--- config.mk ---
export PLATFORM = sky130hd
export DESIGN_NAME = rate_limited_heading_controller_top
export DESIGN_NICKNAME = d
export VERILOG_FILES = /design/src/rtl/rlhc_pkg.sv /design/src/rtl/rlhc_csr.sv /design/src/rtl/rlhc_divider.sv /design/src/rtl/rlhc_datapath.sv /design/src/rtl/rlhc_ctrl.sv /design/src/rtl/rate_limited_heading_controller_top.sv
export SDC_FILE = /design/constraint.sdc
export NUM_CORES = 2
export LEC_CHECK = 0
export ABC_AREA = 1
export BUFFER_PORTS_ARGS = -buffer_cell sky130_fd_sc_hd__buf_2
export CAP_MARGIN = 0
export CORE_ASPECT_RATIO = 1.1
export CORE_MARGIN = 2
export CORE_UTILIZATION = 35
export DETAILED_ROUTE_END_ITERATION = 10
export PLACE_DENSITY = 0.53
export RECOVER_POWER = 25
export SLEW_MARGIN = 20
export SYNTH_ARGS = -nofsm -noshare
export SYNTH_HDL_FRONTEND = slang
export SYNTH_SLANG_ARGS = --single-unit
--- constraint.sdc ---
create_clock -name clock -period 7.8 [get_ports clock]
set_input_delay 0.39 -clock clock [delete_from_list [all_inputs] [get_ports clock]]
set_output_delay 0.39 -clock clock [all_outputs]
set_load 0.02 [all_outputs]
--- src/rtl/rlhc_pkg.sv ---
// ----------------------------------------------------------------------------
// rlhc_pkg
// Shared types and constants of the rate limited heading controller: the
// configuration register set, controller commands and datapath status.
// ----------------------------------------------------------------------------
package rlhc_pkg;

   // Configuration register indexes
   localparam logic [1:0] CSR_MAX_TURN_RATE = 2'd0;
   localparam logic [1:0] CSR_MIN_TURN_RATE = 2'd1;
   localparam logic [1:0] CSR_ERROR_GAIN    = 2'd2;
   localparam logic [1:0] CSR_SLEW_SPEED    = 2'd3;

   localparam int unsigned CSR_INDEX_BITS = 2;
   localparam int unsigned CSR_DATA_BITS  = 20;

   // Reset values of the configuration registers
   localparam logic [19:0] MAX_TURN_RATE_RST = 20'd131072;
   localparam logic [19:0] MIN_TURN_RATE_RST = 20'd0;
   localparam logic [15:0] ERROR_GAIN_RST    = 16'd2560;
   localparam logic [15:0] SLEW_SPEED_RST    = 16'd2560;

   // Turn rate saturation and unity blend fraction (Q8.24)
   localparam logic [20:0] RATE_LIMIT = 21'd1048575;
   localparam logic [31:0] ALPHA_ONE  = 32'd16777216;

   typedef struct packed {
      logic [19:0] max_turn_rate;
      logic [19:0] min_turn_rate;
      logic [15:0] error_gain;
      logic [15:0] slew_speed;
   } rlhc_cfg_type;

   // Datapath operations issued by the controller
   typedef enum logic [3:0] {
      OP_NONE,
      OP_LOAD,
      OP_ERR,
      OP_GAIN,
      OP_DIFF,
      OP_BLEND,
      OP_RATE,
      OP_TRAVEL,
      OP_DIV,
      OP_OUT_HOLD,
      OP_OUT_TOL,
      OP_OUT_SNAP,
      OP_OUT_MOVE
   } rlhc_op_type;

   typedef struct packed {
      rlhc_op_type op;
   } rlhc_cmd_type;

   typedef struct packed {
      logic dt_zero;
      logic in_tol;
      logic snap;
      logic div_busy;
   } rlhc_status_type;

endpackage

--- src/rtl/rlhc_csr.sv ---
// ----------------------------------------------------------------------------
// rlhc_csr
// Configuration register file: four write-only registers loaded from the
// plain write port.
// ----------------------------------------------------------------------------
module rlhc_csr (
   input  logic                                 clock,
   input  logic                                 reset,
   input  logic                                 csr_write,
   input  logic [rlhc_pkg::CSR_INDEX_BITS-1:0]  csr_index,
   input  logic [rlhc_pkg::CSR_DATA_BITS-1:0]   csr_wdata,
   output rlhc_pkg::rlhc_cfg_type               cfg
);
   import rlhc_pkg::*;

   rlhc_cfg_type cfg_ff;
   rlhc_cfg_type cfg_in;

   // Decode the register index
   always_comb begin
      cfg_in = cfg_ff;
      if (csr_write) begin
         case (csr_index)
            CSR_MAX_TURN_RATE: cfg_in.max_turn_rate = csr_wdata;
            CSR_MIN_TURN_RATE: cfg_in.min_turn_rate = csr_wdata;
            CSR_ERROR_GAIN:    cfg_in.error_gain    = csr_wdata[15:0];
            CSR_SLEW_SPEED:    cfg_in.slew_speed    = csr_wdata[15:0];
            default:           cfg_in = cfg_ff;
         endcase
      end
   end

   always_ff @(posedge clock) begin
      if (reset) begin
         cfg_ff.max_turn_rate <= MAX_TURN_RATE_RST;
         cfg_ff.min_turn_rate <= MIN_TURN_RATE_RST;
         cfg_ff.error_gain    <= ERROR_GAIN_RST;
         cfg_ff.slew_speed    <= SLEW_SPEED_RST;
      end else begin
         cfg_ff <= cfg_in;
      end
   end

   assign cfg = cfg_ff;

endmodule

--- src/rtl/rlhc_divider.sv ---
// ----------------------------------------------------------------------------
// rlhc_divider
// Restoring radix-2 divider: one quotient bit per cycle, a 16-bit divisor
// and a DIVIDEND_BITS wide dividend.
// ----------------------------------------------------------------------------
module rlhc_divider #(
   parameter int unsigned DIVIDEND_BITS = 32
) (
   input  logic                     clock,
   input  logic                     reset,
   input  logic                     start,
   input  logic [DIVIDEND_BITS-1:0] dividend,
   input  logic [15:0]              divisor,
   output logic                     busy,
   output logic [DIVIDEND_BITS-1:0] quotient
);
   localparam int unsigned CNT_BITS = $clog2(DIVIDEND_BITS + 1);

   logic [CNT_BITS-1:0]      cnt_ff;
   logic [CNT_BITS-1:0]      cnt_in;
   logic [15:0]              rem_ff;
   logic [15:0]              rem_in;
   logic [DIVIDEND_BITS-1:0] quo_ff;
   logic [DIVIDEND_BITS-1:0] quo_in;
   logic [15:0]              div_ff;
   logic [15:0]              div_in;
   logic [16:0]              trial;
   logic                     fits;

   // Shift in the next dividend bit and try to subtract the divisor
   always_comb begin
      trial  = {rem_ff, quo_ff[DIVIDEND_BITS-1]};
      fits   = trial >= {1'b0, div_ff};
      cnt_in = cnt_ff;
      rem_in = rem_ff;
      quo_in = quo_ff;
      div_in = div_ff;
      if (start) begin
         cnt_in = CNT_BITS'(DIVIDEND_BITS);
         rem_in = '0;
         quo_in = dividend;
         div_in = divisor;
      end else if (cnt_ff != '0) begin
         cnt_in = cnt_ff - 1'b1;
         rem_in = fits ? 16'(trial - {1'b0, div_ff}) : trial[15:0];
         quo_in = {quo_ff[DIVIDEND_BITS-2:0], fits};
      end
   end

   // Hold the iteration count under reset
   always_ff @(posedge clock) begin
      if (reset) begin
         cnt_ff <= '0;
      end else begin
         cnt_ff <= cnt_in;
      end
   end

   always_ff @(posedge clock) begin
      rem_ff <= rem_in;
      quo_ff <= quo_in;
      div_ff <= div_in;
   end

   assign busy     = cnt_ff != '0;
   assign quotient = quo_ff;

endmodule

--- src/rtl/rlhc_datapath.sv ---
// ----------------------------------------------------------------------------
// rlhc_datapath
// Heading controller arithmetic: wrapped error, gain and clamp, rate blend,
// travel check, snap rate division and the result register.
// ----------------------------------------------------------------------------
module rlhc_datapath #(
   parameter int unsigned ANGLE_BITS = 16
) (
   input  logic                      clock,
   input  logic                      reset,
   input  rlhc_pkg::rlhc_cfg_type    cfg,
   input  rlhc_pkg::rlhc_cmd_type    cmd,
   output rlhc_pkg::rlhc_status_type status,
   input  logic [15:0]               req_current_heading,
   input  logic [15:0]               req_target_heading,
   input  logic [15:0]               req_tick_time,
   output logic [15:0]               rsp_new_heading,
   output logic signed [20:0]        rsp_turn_rate,
   output logic                      rsp_arrived
);
   import rlhc_pkg::*;

   localparam int unsigned A  = ANGLE_BITS;
   localparam int unsigned IW = (A > 16) ? A : 16;
   localparam int unsigned DW = A + 16;
   localparam int unsigned WW = (A + 8 > 20) ? A + 8 : 20;
   localparam int unsigned CW = (A + 16 > 36) ? A + 16 : 36;
   localparam int unsigned HW = (A > 21) ? A : 21;

   // Operand and intermediate registers
   logic [A-1:0]  cur_ff;
   logic [A-1:0]  tgt_ff;
   logic [15:0]   dt_ff;
   logic [A-1:0]  mag_e_ff;
   logic          err_neg_ff;
   logic [DW-1:0] gprod_ff;
   logic [31:0]   alpha_ff;
   logic [20:0]   desired_ff;
   logic [20:0]   mag_diff_ff;
   logic          diff_neg_ff;
   logic [24:0]   alpha_cap_ff;
   logic [21:0]   step_ff;
   logic [20:0]   rate_new_ff;
   logic [35:0]   mag_d_ff;
   logic [20:0]   rate_ff;
   logic [20:0]   rate_in;
   logic [15:0]   heading_ff;
   logic [20:0]   turn_ff;
   logic          arrived_ff;

   logic [IW-1:0] cur_ext;
   logic [IW-1:0] tgt_ext;
   logic [A-1:0]  wrap_diff;
   logic          wrap_neg;
   logic [A-1:0]  half_turn;
   logic [WW-1:0] want_w;
   logic [19:0]   min_eff;
   logic [19:0]   want_c;
   logic [20:0]   want_s;
   logic [20:0]   desired_w;
   logic [21:0]   diff_w;
   logic [45:0]   blend_prod;
   logic [45:0]   blend_rnd;
   logic [22:0]   rate_sum;
   logic [20:0]   rate_sat;
   logic [20:0]   rate_abs;
   logic [36:0]   adv_rnd;
   logic [20:0]   adv;
   logic [HW-1:0] head_sum;
   logic [DW-1:0] quo;
   logic [20:0]   q_sat;
   logic [20:0]   q_signed;
   logic [A-1:0]  head_sel;
   logic [IW-1:0] head_ext;

   // Input headings at the angle width
   assign cur_ext = IW'(req_current_heading);
   assign tgt_ext = IW'(req_target_heading);

   // Wrapped error; exactly half a turn counts as positive
   assign half_turn = {1'b1, {(A - 1){1'b0}}};
   assign wrap_diff = tgt_ff - cur_ff;
   assign wrap_neg  = wrap_diff > half_turn;

   // Clamp the desired rate magnitude, the maximum wins over the minimum
   always_comb begin
      want_w  = WW'(gprod_ff[DW-1:8]);
      min_eff = (cfg.min_turn_rate < cfg.max_turn_rate) ? cfg.min_turn_rate
                                                        : cfg.max_turn_rate;
      if (want_w < WW'(min_eff)) begin
         want_c = min_eff;
      end else if (want_w > WW'(cfg.max_turn_rate)) begin
         want_c = cfg.max_turn_rate;
      end else begin
         want_c = want_w[19:0];
      end
      want_s    = {1'b0, want_c};
      desired_w = err_neg_ff ? 21'(21'd0 - want_s) : want_s;
      diff_w    = {desired_w[20], desired_w} - {rate_ff[20], rate_ff};
   end

   // Blend step, rounded to nearest
   assign blend_prod = 46'(mag_diff_ff) * 46'(alpha_cap_ff);
   assign blend_rnd  = blend_prod + 46'(24'h800000);

   // Eased rate, saturated to the rate limit; a zero slew speed takes the desired rate
   always_comb begin
      rate_sum = {rate_ff[20], rate_ff[20], rate_ff} +
                 (diff_neg_ff ? 23'(23'd0 - {1'b0, step_ff}) : {1'b0, step_ff});
      if (cfg.slew_speed == 16'd0) begin
         rate_sat = desired_ff;
      end else if ($signed(rate_sum) > $signed({2'b00, RATE_LIMIT})) begin
         rate_sat = RATE_LIMIT;
      end else if ($signed(rate_sum) < -$signed({2'b00, RATE_LIMIT})) begin
         rate_sat = 21'(21'd0 - RATE_LIMIT);
      end else begin
         rate_sat = rate_sum[20:0];
      end
   end

   assign rate_abs = rate_new_ff[20] ? 21'(21'd0 - rate_new_ff) : rate_new_ff;

   // Heading advance: travel over 65536, rounded away from zero on ties
   assign adv_rnd  = {1'b0, mag_d_ff} + 37'd32768;
   assign adv      = adv_rnd[36:16];
   assign head_sum = rate_new_ff[20] ? HW'(HW'(cur_ff) - HW'(adv))
                                     : HW'(HW'(cur_ff) + HW'(adv));

   // Snap rate from the divider, saturated
   assign q_sat    = (quo > DW'(RATE_LIMIT)) ? RATE_LIMIT : quo[20:0];
   assign q_signed = err_neg_ff ? 21'(21'd0 - q_sat) : q_sat;

   rlhc_divider #(
      .DIVIDEND_BITS (DW)
   ) u_rlhc_divider (
      .clock    (clock),
      .reset    (reset),
      .start    (cmd.op == OP_DIV),
      .dividend ({mag_e_ff, 16'h0000}),
      .divisor  (dt_ff),
      .busy     (status.div_busy),
      .quotient (quo)
   );

   // Status for the controller
   assign status.dt_zero = dt_ff == 16'd0;
   assign status.in_tol  = mag_e_ff[A-1:1] == '0;
   assign status.snap    = (rate_new_ff != 21'd0) && (rate_new_ff[20] == err_neg_ff) &&
                           (CW'(mag_d_ff) >= CW'({mag_e_ff, 16'h0000}));

   // Select the result heading
   always_comb begin
      case (cmd.op)
         OP_OUT_TOL, OP_OUT_SNAP: head_sel = tgt_ff;
         OP_OUT_MOVE:             head_sel = head_sum[A-1:0];
         default:                 head_sel = cur_ff;
      endcase
      head_ext = IW'(head_sel);
   end

   // Update the kept turn rate when a result is written
   always_comb begin
      case (cmd.op)
         OP_OUT_TOL:  rate_in = 21'd0;
         OP_OUT_SNAP: rate_in = q_signed;
         OP_OUT_MOVE: rate_in = rate_new_ff;
         default:     rate_in = rate_ff;
      endcase
   end

   always_ff @(posedge clock) begin
      if (reset) begin
         rate_ff <= 21'd0;
      end else begin
         rate_ff <= rate_in;
      end
   end

   // Advance the datapath one operation
   always_ff @(posedge clock) begin
      case (cmd.op)
         OP_LOAD: begin
            cur_ff <= cur_ext[A-1:0];
            tgt_ff <= tgt_ext[A-1:0];
            dt_ff  <= req_tick_time;
         end
         OP_ERR: begin
            err_neg_ff <= wrap_neg;
            mag_e_ff   <= wrap_neg ? A'(A'(0) - wrap_diff) : wrap_diff;
         end
         OP_GAIN: begin
            gprod_ff <= DW'(mag_e_ff) * DW'(cfg.error_gain);
            alpha_ff <= 32'(dt_ff) * 32'(cfg.slew_speed);
         end
         OP_DIFF: begin
            desired_ff   <= desired_w;
            diff_neg_ff  <= diff_w[21];
            mag_diff_ff  <= diff_w[21] ? 21'(22'd0 - diff_w) : diff_w[20:0];
            alpha_cap_ff <= (alpha_ff > ALPHA_ONE) ? ALPHA_ONE[24:0] : alpha_ff[24:0];
         end
         OP_BLEND: begin
            step_ff <= blend_rnd[45:24];
         end
         OP_RATE: begin
            rate_new_ff <= rate_sat;
         end
         OP_TRAVEL: begin
            mag_d_ff <= 36'(rate_abs[19:0]) * 36'(dt_ff);
         end
         OP_OUT_HOLD, OP_OUT_TOL, OP_OUT_SNAP, OP_OUT_MOVE: begin
            heading_ff <= head_ext[15:0];
            turn_ff    <= rate_in;
            arrived_ff <= cmd.op != OP_OUT_HOLD && cmd.op != OP_OUT_MOVE;
         end
         default: begin
         end
      endcase
   end

   assign rsp_new_heading = heading_ff;
   assign rsp_turn_rate   = $signed(turn_ff);
   assign rsp_arrived     = arrived_ff;

endmodule

--- src/rtl/rlhc_ctrl.sv ---
// ----------------------------------------------------------------------------
// rlhc_ctrl
// Controller: sequences one transaction through the datapath and owns the
// input stall and the result valid.
// ----------------------------------------------------------------------------
module rlhc_ctrl (
   input  logic                      clock,
   input  logic                      reset,
   input  logic                      req_valid,
   output logic                      req_stall,
   output logic                      rsp_valid,
   input  logic                      rsp_stall,
   input  rlhc_pkg::rlhc_status_type status,
   output rlhc_pkg::rlhc_cmd_type    cmd
);
   import rlhc_pkg::*;

   typedef enum logic [3:0] {
      ST_IDLE,
      ST_ERR,
      ST_GAIN,
      ST_DIFF,
      ST_BLEND,
      ST_RATE,
      ST_TRAVEL,
      ST_CMP,
      ST_DIV,
      ST_DONE
   } state_type;

   state_type   state_ff;
   state_type   state_in;
   rlhc_op_type out_sel_ff;
   rlhc_op_type out_sel_in;
   logic        rsp_valid_ff;
   logic        rsp_valid_in;
   logic        load_out;

   // Next state and datapath command
   always_comb begin
      state_in   = state_ff;
      out_sel_in = out_sel_ff;
      cmd.op     = OP_NONE;
      load_out   = 1'b0;
      case (state_ff)
         ST_IDLE: begin
            if (req_valid) begin
               cmd.op   = OP_LOAD;
               state_in = ST_ERR;
            end
         end
         ST_ERR: begin
            cmd.op   = OP_ERR;
            state_in = ST_GAIN;
         end
         ST_GAIN: begin
            cmd.op = OP_GAIN;
            if (status.dt_zero) begin
               out_sel_in = OP_OUT_HOLD;
               state_in   = ST_DONE;
            end else if (status.in_tol) begin
               out_sel_in = OP_OUT_TOL;
               state_in   = ST_DONE;
            end else begin
               state_in = ST_DIFF;
            end
         end
         ST_DIFF: begin
            cmd.op   = OP_DIFF;
            state_in = ST_BLEND;
         end
         ST_BLEND: begin
            cmd.op   = OP_BLEND;
            state_in = ST_RATE;
         end
         ST_RATE: begin
            cmd.op   = OP_RATE;
            state_in = ST_TRAVEL;
         end
         ST_TRAVEL: begin
            cmd.op   = OP_TRAVEL;
            state_in = ST_CMP;
         end
         ST_CMP: begin
            if (status.snap) begin
               cmd.op   = OP_DIV;
               state_in = ST_DIV;
            end else begin
               out_sel_in = OP_OUT_MOVE;
               state_in   = ST_DONE;
            end
         end
         ST_DIV: begin
            if (!status.div_busy) begin
               out_sel_in = OP_OUT_SNAP;
               state_in   = ST_DONE;
            end
         end
         ST_DONE: begin
            // Write the result once the output register is free
            if (!rsp_valid_ff || !rsp_stall) begin
               cmd.op   = out_sel_ff;
               load_out = 1'b1;
               state_in = ST_IDLE;
            end
         end
         default: begin
            state_in = ST_IDLE;
         end
      endcase
      rsp_valid_in = load_out || (rsp_valid_ff && rsp_stall);
   end

   always_ff @(posedge clock) begin
      if (reset) begin
         state_ff     <= ST_IDLE;
         out_sel_ff   <= OP_OUT_HOLD;
         rsp_valid_ff <= 1'b0;
      end else begin
         state_ff     <= state_in;
         out_sel_ff   <= out_sel_in;
         rsp_valid_ff <= rsp_valid_in;
      end
   end

   assign req_stall = state_ff != ST_IDLE;
   assign rsp_valid = rsp_valid_ff;

endmodule

--- src/rtl/rate_limited_heading_controller_top.sv ---
// ----------------------------------------------------------------------------
// rate_limited_heading_controller_top
// Rate limited proportional heading controller.
//
// Usage:
//   The req channel carries one control tick: current heading, target heading
//   and elapsed time. The rsp channel returns the new heading, the updated
//   signed turn rate and an arrived flag. Both channels use valid/stall; a
//   transaction moves at a clock edge with valid high and stall low.
//   Registers are to be written on the csr port only while no transaction is
//   in flight; the block itself does not enforce this. One transaction is
//   worked on at a time. After acceptance, a zero time step or an error
//   within one unit goes straight to the result; a normal move passes the
//   registered gain, blend and travel multiplies; and when the step reaches
//   the target, the bit-serial divider forms the snap rate, one quotient bit
//   per cycle, before the result is written.
//   req_stall rises the cycle after acceptance and drops when the result is
//   written to the output register, so a new transaction is taken while the
//   previous result still waits. If the receiver stalls and the output
//   register is full, the finished result waits inside the block.
//   Synchronous reset clears the turn rate to zero, loads the register reset
//   values and drops rsp_valid.
// ----------------------------------------------------------------------------
module rate_limited_heading_controller_top #(
   parameter int unsigned ANGLE_BITS = 16
) (
   input  logic                                 clock,
   input  logic                                 reset,
   input  logic                                 req_valid,
   output logic                                 req_stall,
   input  logic [15:0]                          req_current_heading,
   input  logic [15:0]                          req_target_heading,
   input  logic [15:0]                          req_tick_time,
   output logic                                 rsp_valid,
   input  logic                                 rsp_stall,
   output logic [15:0]                          rsp_new_heading,
   output logic signed [20:0]                   rsp_turn_rate,
   output logic                                 rsp_arrived,
   input  logic                                 csr_write,
   input  logic [rlhc_pkg::CSR_INDEX_BITS-1:0]  csr_index,
   input  logic [rlhc_pkg::CSR_DATA_BITS-1:0]   csr_wdata
);
   import rlhc_pkg::*;

   rlhc_cfg_type    cfg;
   rlhc_cmd_type    cmd;
   rlhc_status_type status;

   rlhc_csr u_rlhc_csr (
      .clock     (clock),
      .reset     (reset),
      .csr_write (csr_write),
      .csr_index (csr_index),
      .csr_wdata (csr_wdata),
      .cfg       (cfg)
   );

   rlhc_ctrl u_rlhc_ctrl (
      .clock     (clock),
      .reset     (reset),
      .req_valid (req_valid),
      .req_stall (req_stall),
      .rsp_valid (rsp_valid),
      .rsp_stall (rsp_stall),
      .status    (status),
      .cmd       (cmd)
   );

   rlhc_datapath #(
      .ANGLE_BITS (ANGLE_BITS)
   ) u_rlhc_datapath (
      .clock               (clock),
      .reset               (reset),
      .cfg                 (cfg),
      .cmd                 (cmd),
      .status              (status),
      .req_current_heading (req_current_heading),
      .req_target_heading  (req_target_heading),
      .req_tick_time       (req_tick_time),
      .rsp_new_heading     (rsp_new_heading),
      .rsp_turn_rate       (rsp_turn_rate),
      .rsp_arrived         (rsp_arrived)
   );

endmodule

* Word-level counts from Yosys, hierarchy flattened
Index checks and enable logic that the tools add are counted.
** Storage, ports and cells
- Logic and storage cells :: 158
- Register bits :: 486
- Output and inout bits :: 40
- Input port bits :: 75
** Operators by class
- $lt $le $gt $ge :: 10
- $mul :: 4
- $add $sub $neg :: 15
- Reduce and logical (&&, ||, !) cells :: 27
- Mux-type cells :: 39
- Equality and inequality tests :: 32
** Operators by type and width (number)
- two-way mux 21 bit :: 7
- two-way mux 20 bit :: 4
- multiplier 16 x 16 -> 32 bit :: 2
- two-way mux 32 bit :: 2
- one-hot mux 21 bit (3 select lines) :: 1
- two-way mux 16 bit :: 3
- subtractor 16 bit :: 3
- adder 46 x 24 -> 46 bit (second input constant) :: 1
- multiplier 21 x 25 -> 46 bit :: 1
- two-way mux 4 bit :: 11
- subtractor 1 x 21 -> 21 bit (first input constant) :: 2
- one-hot mux 4 bit (10 select lines) :: 1
- >= comparator 36 x 32 -> 1 bit :: 1
- multiplier 20 x 16 -> 36 bit :: 1
- one-hot mux 4 bit (9 select lines) :: 1
- adder 32 x 16 -> 32 bit (second input constant) :: 1
- == test 4 x 3 -> 1 bit (second input constant) :: 8
- > comparator 32 x 20 -> 1 bit (second input constant) :: 1
- > comparator 32 x 25 -> 1 bit (second input constant) :: 1
- logical NOT 16 bit :: 2
- one-hot mux 16 bit (2 select lines) :: 1
- == test 4 bit (second input constant) :: 7
- > comparator 24 x 20 -> 1 bit :: 1
- < comparator 24 x 20 -> 1 bit :: 1
- other kinds (42) :: 63

* Logic depth before layout (Yosys ltp)
- Word-level depth :: 9
- Mapped depth :: 49

* Modules after synthesis
Synthesis repeated with hierarchy kept, for this count alone.
** Unflattened totals
- Cell total of the unflattened synthesis :: 8876
- Area, all modules :: 71628.7 µm²
** Modules (own cells, without submodules)
- rlhc_datapath :: cells an instance 7825, area an instance 64162.8 µm², instances 1
- rlhc_divider :: cells an instance 508, area an instance 3972.6 µm², instances 1
- rlhc_csr :: cells an instance 457, area an instance 2970.3 µm², instances 1
- rlhc_ctrl :: cells an instance 86, area an instance 523.0 µm², instances 1

* Worst setup path before layout
Ideal clock, no wire load.
- Kind :: reg2reg
- From :: register u_rlhc_datapath.rate_new_ff[0]
- To :: register u_rlhc_datapath.mag_d_ff[35] (data pin)
- Data arrival time :: 7.093 ns
- Buffers on the path :: 3
- Path slack :: 0.447 ns
- Required time :: 7.540 ns
- Setup time :: 0.260 ns
- Period minus slack after synthesis :: 7.353 ns
- Stages on the path, launching flop included :: 36
- Path through :: edfxtp_1 -> buf_2 -> buf_1 -> inv_1 -> ha_1 -> inv_1 -> nor3_2 -> nand3_1 -> nor3_1 -> nand4_1 -> xor2_1 -> nand2_1 -> nand2_1 -> inv_1 -> clkbuf_1 -> nand2_1 -> fa_1 -> inv_1 -> fa_1 -> inv_1 -> fa_1 -> fa_1 -> fa_1 -> inv_1 -> fa_1 -> ha_1 -> a21oi_1 -> inv_1 -> nor2_1 -> a21boi_0 -> o21ai_0 -> a31oi_1 -> o21ai_0 -> nand2_1 -> nand2_1 -> xnor2_1
** Between the ends
- Word-level cells in the longest chain between the ends :: 3
** RTL lines
- start, declared :: RTL line rlhc_datapath.sv:43 : logic [20:0] rate_new_ff;
- start signal, assigned :: RTL line rlhc_datapath.sv:205 : rate_new_ff <= rate_sat;
- subtractor 1 x 20 -> 20 bit :: RTL line rlhc_datapath.sv:121 : assign rate_abs = rate_new_ff[20] ? 21'(21'd0 - rate_new_ff) : rate_new_ff;
- two-way mux 20 bit * :: RTL line rlhc_datapath.sv:121
- multiplier 20 x 16 -> 36 bit * :: RTL line rlhc_datapath.sv:208 : mag_d_ff <= 36'(rate_abs[19:0]) * 36'(dt_ff);
- end signal, assigned :: RTL line rlhc_datapath.sv:208
- end, declared :: RTL line rlhc_datapath.sv:44 : logic [35:0] mag_d_ff;
Every way passes the cells marked *; elsewhere a longest branch is shown, timed or not.
A chain may end at the register's enable or synchronous reset.

* Worst setup path in the final report
- From :: register u_rlhc_datapath.mag_diff_ff[4]
- To :: register u_rlhc_datapath.step_ff[19] (data pin)
** Between the ends
- Word-level cells in the longest chain between the ends :: 2
** RTL lines
- start, declared :: RTL line rlhc_datapath.sv:39 : logic [20:0] mag_diff_ff;
- start signal, assigned :: RTL line rlhc_datapath.sv:198 : mag_diff_ff <= diff_w[21] ? 21'(22'd0 - diff_w) : diff_w[20:0];
- multiplier 21 x 25 -> 46 bit :: RTL line rlhc_datapath.sv:103 : assign blend_prod = 46'(mag_diff_ff) * 46'(alpha_cap_ff);
- adder 46 x 24 -> 46 bit :: RTL line rlhc_datapath.sv:104 : assign blend_rnd = blend_prod + 46'(24'h800000);
- named net u_rlhc_datapath.blend_rnd[43] :: RTL line rlhc_datapath.sv:63 : logic [45:0] blend_rnd;
- end signal, assigned :: RTL line rlhc_datapath.sv:202 : step_ff <= blend_rnd[45:24];
- end, declared :: RTL line rlhc_datapath.sv:42 : logic [21:0] step_ff;
The timed path passes the listed nets, and every way through them passes these cells.

==> results.cfg <==
[status]
status = finished, violations left
failed_checks = capacitance limit, slew limit

[hold_path]
hold_start = rsp_stall
hp-class = in -> reg
holdPathStages = 3

[critical_path]
critPathKind = reg -> reg
cp-startpoint = u_rlhc_datapath.mag_diff_ff[4]
r2r_setup_slack_ns = 0.30
path_cells = nand2_1 -> fa_1 -> inv_1 -> fa_1 -> fa_1 -> fa_1 -> inv_1 -> fa_1 -> inv_1 -> fa_1 -> fa_1 -> ha_1 -> nand2_1 -> nor4_1 -> o211ai_1 -> nand2_1 -> a21o_1 -> a21oi_1 -> xor2_1
arrival_ns = 7.91
crit_fanout = 25
max_stage_delay_ns = 1.09
timing.rr.start = u_rlhc_datapath.mag_diff_ff[4]
r2r_cells = 19
start_kind = flip-flop
cp.buffers_inverters = 3
crit_family = adder cells
endpoint_kind = flip-flop
crit_cells = 19
required_ns = 8.20
critPathMostFrequentCell = fa_1
crit_slowest_cell = edfxtp_1

[floorplan]
die_w_um = 432
die_height_um = 475
rows = 172
io_pins = 115
start_util = 0.353
core_um2 = 200000
die_area_um2 = 205000

[synthesis]
synth-seq-area-share = 0.183
synth.distinct_cells = 76
syn_inst = 8541
synthTopCellsByCount = inv_1, nand2_1, fa_1
ys_ff_latch = 477
synth_top_cell_by_area = fa_1
netlist_area_um2 = 70600
ys.flop_type = edfxtp_1
syn_avg_cell_area_um2 = 8.26
synthTopCellsByArea = fa_1, edfxtp_1, ha_1
syn_nets = 10400
yosysMostFrequentCell = inv_1
ys_warn_count = 0
synth_top_area_frac = 0.305
synthArstFlopShare = 0
synth_edf_count = 338

[place]
portBuffers = 114
place.gp.congestion = 0.921
dp.cells = 11100
dp_hpwl_mm = 171

[global_route]
grtUsageTotal = 0.206
grt_antenna_before_repair = 3
gr-total-overflow = 0
grt_pass1_vias = 58300
grt_pass1_wl_mm = 331
grt_max_degree = 80

[job]
cap_violations = 4

[drt]
drt_iter0_markers = 3161
first_pass_iters = 6
viasPerCell = 4.87
drc_errors = 0
postRouteAntennaNets = 0
vias = 54900
wl_per_cell_um = 18.4
wirelength_mm = 207

[cts]
cts_root_buf = clkbuf_16
cts_buffer_depth = 3
h-tree-depth = 2
clock_latency_ns = 0.72
clkSlewWorstSetupHoldPaths_ns = 0.07
cts_buffers = 57
clkSinkCount = 477
cts_tree = built
postCtsSetupBuffers = 0

[timing]
tns_ns = 0
clock.fmax_ghz = 0.133
finalHoldViolations = 0
period_share = 0.962
final_max_slew_viol_count = 169
min_period_ns = 7.50
setup_viol = 0
fin_worst_skew_ns = 0.0730
worst_slew_pin_slew_ns = 3.44
rsz0062_at_grt = no
relSlewSlack = -1.29

[cells_and_area]
post-route-util = 0.385
nets = 10400
final_cells = 11300
syn2layout_area_growth_pct = 9.31
drive_above_1_share = 0.0560
## registers in the layout (all words and copies together), names as in the netlist, 16 cells and up
signal / cells
u_rlhc_csr.cfg: 72
u_rlhc_datapath.mag_d_ff: 36
u_rlhc_datapath.alpha_ff: 32
u_rlhc_datapath.u_rlhc_divider.quotient: 32
u_rlhc_datapath.alpha_cap_ff: 25
u_rlhc_datapath.gprod_ff: 24
u_rlhc_datapath.step_ff: 22
u_rlhc_datapath.desired_ff: 21
u_rlhc_datapath.mag_diff_ff: 21
u_rlhc_datapath.rate_ff: 21
u_rlhc_datapath.rate_new_ff: 21
u_rlhc_datapath.rsp_turn_rate: 21
u_rlhc_datapath.cur_ff: 16
u_rlhc_datapath.dt_ff: 16
u_rlhc_datapath.mag_e_ff: 16
u_rlhc_datapath.rsp_new_heading: 16
u_rlhc_datapath.tgt_ff: 16
u_rlhc_datapath.u_rlhc_divider.div_ff: 16
u_rlhc_datapath.u_rlhc_divider.rem_ff: 16
## stage by stage
stage                     instance area [µm²]  hold slack, ns  worst slack (ns)
final                                   77100          0.0615             0.297
after global routing                    77100          0.0709            0.0124
after CTS                               77200         0.00863            0.0609
after detailed placement                74600           0.457             0.119
after global placement                  74600           0.450            0.0454
after floorplan                         70600           0.422             0.447
## cell usage in the layout (no fill, tap or decap), types with 65 or more instances in the layout
cell type,instances
buf_4,182
xnor2_1,91
edfxtp_1,338
dfxtp_1,139
a21oi_1,313
xor2_1,198
dlygate4sd3_1,65
nand3_1,141
nand2_1,1994
ha_1,660
inv_1,2003
nor2_1,448
buf_2,77
fa_1,1076
o21ai_0,238
## per-layer routing
| metal | track usage | share of wire |
|---|---|---|
| met1 | 0.262 | 0.43 |
| met2 | 0.358 | 0.49 |
| met3 | 0.0178 | 0.040 |
| met4 | 0.0875 | 0.049 |
| met5 | 0 | 0.000063 |
## tightest hold or removal path, delay by kind of cell
family / cells / cell delay, ns
AO/OA/AOI/OAI: 1 / 0.09
buffers and inverters: 1 / 0.13
AND/OR/NAND/NOR: 1 / 0.12
## cell families (layout without fill, tap and decap cells)
logic type,Yosys count,after routing,synth area share
buf+inv,2375,2502,0.127
other cells,0,1,0
fa+ha+maj,1736,1736,0.422
flops,477,477,0.183
compound gates,838,838,0.0690
mux,6,6,0.000851
xor+xnor,291,291,0.0363
simple gates,2818,2818,0.161
## worst paths after layout
check,end
setup / recovery,u_rlhc_datapath.step_ff[19]
hold / removal,u_rlhc_ctrl.rsp_valid
setup reg to reg,u_rlhc_datapath.step_ff[19]
hold reg to reg,u_rlhc_datapath.u_rlhc_divider.cnt_ff[0]
## what timing repair did
action,in CTS,in global routing
resized for setup,0,12
endpoints found under the setup margin,0,18
hold endpoints to repair,83,0
hold buffers,65,0
## final cells by class
class                   count  area, µm²
well taps                2610       3270
clock buffers              67       1580
clock inverters            40        429
flip-flops and latches    477      12900
inverters                2017       7570
multi-input cells        5689      48700
diodes                      1       2.50
repair buffers            378       2640
fillers                 20600     123000
Power is left out: the tool's default activity adds up to more than one toggle a clock period on the data nets, which glitch-free logic cannot reach.
